File: config.mk
export PLATFORM = sky130hd
export DESIGN_NAME = krt_tick_unit
export DESIGN_NICKNAME = d
export VERILOG_FILES = /design/src/design/krt_pkg.sv /design/src/design/krt_tick_unit.sv
export SDC_FILE = /design/constraint.sdc
export NUM_CORES = 1
export LEC_CHECK = 0
export BUFFER_PORTS_ARGS = -buffer_cell sky130_fd_sc_hd__buf_2
export CORE_UTILIZATION = 41
export DETAILED_ROUTE_END_ITERATION = 10
export PLACE_DENSITY = 0.85
export SYNTH_ARGS = -nofsm -noshare
export SYNTH_HDL_FRONTEND = slang
export SYNTH_SLANG_ARGS = --single-unit
File: constraint.sdc
create_clock -name vclk -period 4.1
set_clock_uncertainty 0.05 [all_clocks]
set_input_delay 0.82 -clock vclk [all_inputs]
set_output_delay 0.82 -clock vclk [all_outputs]
set_load 0.02 [all_outputs]
File: src/design/krt_pkg.sv
`default_nettype none
package krt_pkg;

	localparam logic [2:0] OP_PRESS   = 3'd0;
	localparam logic [2:0] OP_RELEASE = 3'd1;
	localparam logic [2:0] OP_TICK    = 3'd2;
	localparam logic [2:0] OP_READ    = 3'd3;
	localparam logic [2:0] OP_CLEAR   = 3'd4;

	localparam logic [1:0] CFG_START_FRAMES = 2'd0;
	localparam logic [1:0] CFG_SLOW_SPAN    = 2'd1;
	localparam logic [1:0] CFG_FAST_SPAN    = 2'd2;

	localparam logic [7:0] FL_PUSH       = 8'h01;
	localparam logic [7:0] FL_PRESS      = 8'h02;
	localparam logic [7:0] FL_PRESS_REP  = 8'h04;
	localparam logic [7:0] FL_PRESS_FAST = 8'h08;
	localparam logic [7:0] FL_PULL       = 8'h10;
	localparam logic [7:0] FL_FREE       = 8'h20;
	localparam logic [7:0] FL_FREE_REP   = 8'h40;
	localparam logic [7:0] FL_FREE_FAST  = 8'h80;

	localparam logic [7:0] FLAGS_PRESS_EVT   = FL_PUSH | FL_PRESS | FL_PRESS_REP | FL_PRESS_FAST;
	localparam logic [7:0] FLAGS_RELEASE_EVT = FL_PULL | FL_FREE | FL_FREE_REP | FL_FREE_FAST;

	localparam logic [9:0] START_FRAMES_RESET = 10'd30;
	localparam logic [7:0] SLOW_SPAN_RESET    = 8'd8;
	localparam logic [7:0] FAST_SPAN_RESET    = 8'd2;

	typedef struct packed {
		logic [7:0]  flags;
		logic [15:0] frames;
		logic [7:0]  slow;
		logic [7:0]  fast;
	} entry_t;

	typedef struct packed {
		logic [9:0] start_frames;
		logic [7:0] slow_span;
		logic [7:0] fast_span;
	} cfg_t;

	localparam entry_t ENTRY_RESET = '{flags: FL_FREE, frames: 16'd0, slow: 8'd0, fast: 8'd0};

	typedef enum logic [2:0] {
		ST_INIT,
		ST_IDLE,
		ST_EXEC,
		ST_RDWAIT,
		ST_TICK,
		ST_CLEAR,
		ST_DONE
	} state_t;

endpackage
`default_nettype wire

File: src/design/krt_tick_unit.sv
`default_nettype none
module krt_tick_unit (
	input  wire krt_pkg::entry_t cur,
	input  wire krt_pkg::cfg_t   cfg,
	output krt_pkg::entry_t      nxt,
	output logic                 trig
);

	logic [7:0] f;
	logic [7:0] rep;
	logic [7:0] fast;
	logic       level;

	always_comb begin
		nxt   = cur;
		trig  = 1'b0;
		f     = cur.flags;
		rep   = 8'd0;
		fast  = 8'd0;
		level = 1'b0;
		if (cur.frames != 16'd0) begin
			if ((cur.flags & krt_pkg::FL_PRESS) != 8'd0) begin
				f     = krt_pkg::FL_PRESS;
				rep   = krt_pkg::FL_PRESS_REP;
				fast  = krt_pkg::FL_PRESS_FAST;
				level = 1'b1;
			end else if ((cur.flags & krt_pkg::FL_FREE) != 8'd0) begin
				f     = krt_pkg::FL_FREE;
				rep   = krt_pkg::FL_FREE_REP;
				fast  = krt_pkg::FL_FREE_FAST;
				level = 1'b1;
			end
			if (level && (cur.frames >= {6'd0, cfg.start_frames})) begin
				if (cur.slow == 8'd0) begin
					nxt.slow = cfg.slow_span;
					f        = f | rep;
				end else begin
					nxt.slow = cur.slow - 8'd1;
				end
				if (cur.fast == 8'd0) begin
					nxt.fast = cfg.fast_span;
					f        = f | fast;
				end else begin
					nxt.fast = cur.fast - 8'd1;
				end
			end
			nxt.flags = f;
		end else begin
			trig = 1'b1;
		end
		if (cur.frames != 16'hFFFF) begin
			nxt.frames = cur.frames + 16'd1;
		end
	end

endmodule
`default_nettype wire

# After elaboration in Yosys (flattened, before gate mapping)
# Cells that the tools add are included.
word_totals:
  out_inout_bits: 41
  in_bits: 66
  regBits: 0
  wordCells: 35
classes:
  mux: 24
  eq_ne: 1
  n_addsub: 3
  bitwise_logic: 2
  n_reduce_logical: 4
  order_cmp: 1
op_table:
  columns: ["cell", "n"]
  rows:
  - ["2-to-1 mux 8 bit", 15]
  - ["2-to-1 mux 16 bit", 3]
  - ["adder 16 x 1 -> 16 bit, second input constant", 1]
  - ["greater-or-equal comparator 16 x 10 -> 1 bit", 1]
  - ["logical NOT 8 bit", 2]
  - ["!= test 16 bit, second input constant", 1]
  - ["OR 8 bit", 2]
  - ["nonzero test 16 bit", 1]
  - ["subtractor 8 x 1 -> 8 bit, second input constant", 2]
  - ["2-to-1 mux 7 bit", 2]
  - ["2-to-1 mux 1 bit", 4]
  - ["logical AND 1 bit", 1]

# Longest topological paths before layout
depth:
  depth_word: 11
  mapped_depth: 10

# Worst setup path after synthesis
# Ideal clock, no wire load.
synth_path:
  kind: "input port to output port"
  start: "input cur[16] in the netlist's numbering"
  end: "output nxt[12] in the netlist's numbering"
  slack_ns: 0.444
  cell_stages: 9
  arrival_time_ns: 2.786
  path_cell_list: "inv_1 ha_1 nor4b_1 and4_1 buf_2 nor2_1 o31ai_2 buf_2 o41ai_1"
synth_lines:
  columns: ["item", "line", "source"]
  rows:
  - ["from (decl)", "krt_tick_unit.sv:3", "input wire krt_pkg::entry_t cur,"]
  - ["to (decl)", "krt_tick_unit.sv:5", "output krt_pkg::entry_t nxt,"]

==> out/metrics.cfg <==
[timing]
maxSlewHeadroom_pct=71.6
report.final.slew_viol_count=0
setup_violations=0
max_freq_mhz=255
rsz0062_at_grt=false
final-hold-violation-count=0
worst_pin_slew_ps=422
fin_tns_setup_ps=0
fin_crit_ps=3920
timing.final.crit_share_pct=95.6

[layout]
layout_common_cells=buf_2, inv_1, nor2_1, nand2_1, nand3_1
nFlopsAndLatches=0
syn_to_final_growth_pct=44.5
final_cell_area_um2=1860
post-route-util_pct=64.7
final_common_cell=buf_2
finalNonFillerCells=349
nets=389
clock_buffers=0
diodes=0
drive_gt1_share_pct=37.8
seq_area_um2=0

[pwr]
combPwrFrac_pct=100.0
leakagePower_nw=1.00
switching_share_pct=58.2
ir_drop_v=0.0000467
p_per_area_nw_per_um2=97.0
power_frac_clock_pct=0
p_int_w=0.0000755
pwr-share-seq_pct=0
power_switching_w=0.000105

[die]
start_util_pct=44.8
die_h_um=58.1
core_area_um2=2880
num_rows=19
dieArea_um2=3370
io_pins=107
die_x_um=58.1

[placed_design]
place_area_um2=1860
hpwl_um=3450
io_buffers=107
routabilityCongestion=0.841
dp.cells=349

[grt]
grt_pass1_vias=1549
grt_max_degree=24
grt_overflow_total=0
antenna_found_initial=0
grt_pass1_wl_um=6380
grt_usage_pct=22.6

[setup_path]
crit_required_ps=3230
crit_slowest_cell=a2111oi_0
crit_path_end_kind=output pin
arrival_ps=3050
cp-startpoint=cur[16]
cp_cell_sequence=buf_2 -> inv_1 -> ha_1 -> nand2b_1 -> a2111oi_0 -> nor3_1 -> o31ai_2 -> buf_12 -> nor4_1 -> mux2_1 -> buf_2
worstSetupPathType=input pin to output pin
crit_top_cell=buf_2
crit_path_max_fanout=23
max_stage_delay_ps=410
cp-start-kind=input pin

[detailed_routing]
vias=1884
wirelength_um=4020
wl_per_cell_um=11.5
drt_iter0_drc=159
drc_errors=10
dr.pass1.iters=8
postRouteAntennaNets=0
viasPerCell=5.40

[worst_hold_path]
min_from=cur[33]
hold_path.class=input pin to output pin

[cts]
post_cts_buffers=0
cts_hold_buf=0
ctsResizeCount=0

[status]
status=finished, violations left
violations=design-rule violations

[job]
maxCapViolations=0

[synth]
synthCells=205
synth_area_um2=1290
postSynthAreaPerCell_um2=6.29
yosysSeqAreaShare_pct=0
synth_warnings=0
synth_cell_type_count=45
syn_nets=285

[stage by stage]
stage / total power (W) / hold WS (ps) / setup slack (ps)
6_report: 0.000181 / 1840 / 180
5_1_grt: 0.000199 / 1850 / 51.5
4_1_cts: 0.000181 / 1840 / 208
3_5_place_dp: 0.000180 / 1840 / 229
3_3_place_gp: 0.000176 / 1840 / 249
2_1_floorplan: 0.0000988 / 1700 / 444
[critical path: cells and delay by family]
| kind | cells | cell delay (ps) |
|---|---|---|
| mux | 1 | 320 |
| buf+inv | 4 | 590 |
| simple gates | 3 | 330 |
| fa+ha+maj | 1 | 240 |
| compound gates | 2 | 750 |
[cell families after synthesis]
family	synth area share (%)
AOI/OAI and AO/OA	24.9
xor gates and xnor gates	6.80
adders and majority gates	13.6
buffers and inverters	10.6
muxes	5.05
and+or+nand+nor	39.1
[area by class of cell]
class,instances,area (um2)
multi-input combinational,173,1150
fill,286,1010
timing repair buffer,109,563
inverter,25,93.8
tap,42,52.6
[power groups by stage]
stage | Combinational (W) | Sequential, W | Clock, W
after floorplan | 0.0000988 | 0 | 0
after global placement | 0.000176 | 0 | 0
final | 0.000181 | 0 | 0
after global routing | 0.000199 | 0 | 0
after detailed placement | 0.000180 | 0 | 0
after CTS | 0.000181 | 0 | 0
[worst paths after layout]
kind | end | slack (ps) | cells past startpoint
min | nxt[33] | 1840 | 2
max | nxt[14] | 180 | 11
[per-layer routing]
| layer | vias up | routed length, um | track usage (%) |
|---|---|---|---|
| met5 | - | 0 | 0 |
| met4 | 0 | 0 | 0 |
| met3 | 0 | 339 | 2.68 |
| met2 | 83 | 2040 | 46.3 |
| met1 | 853 | 1650 | 25.9 |
| li1 | 948 | - | - |
[cells in the mapped netlist, drive strengths merged (5+ instances only)]
cell type	instances	area, um2
nand2	17	63.8
nor2	23	86.3
ha	14	175
o41ai	5	43.8
buf	6	38.8
o21ai	21	105
nor4	5	31.3
a21oi	8	40.0
inv	25	93.8
nand3	15	75.1
xnor2	8	70.1
nor3	9	45.0
Power figures use the tool's default switching activity.
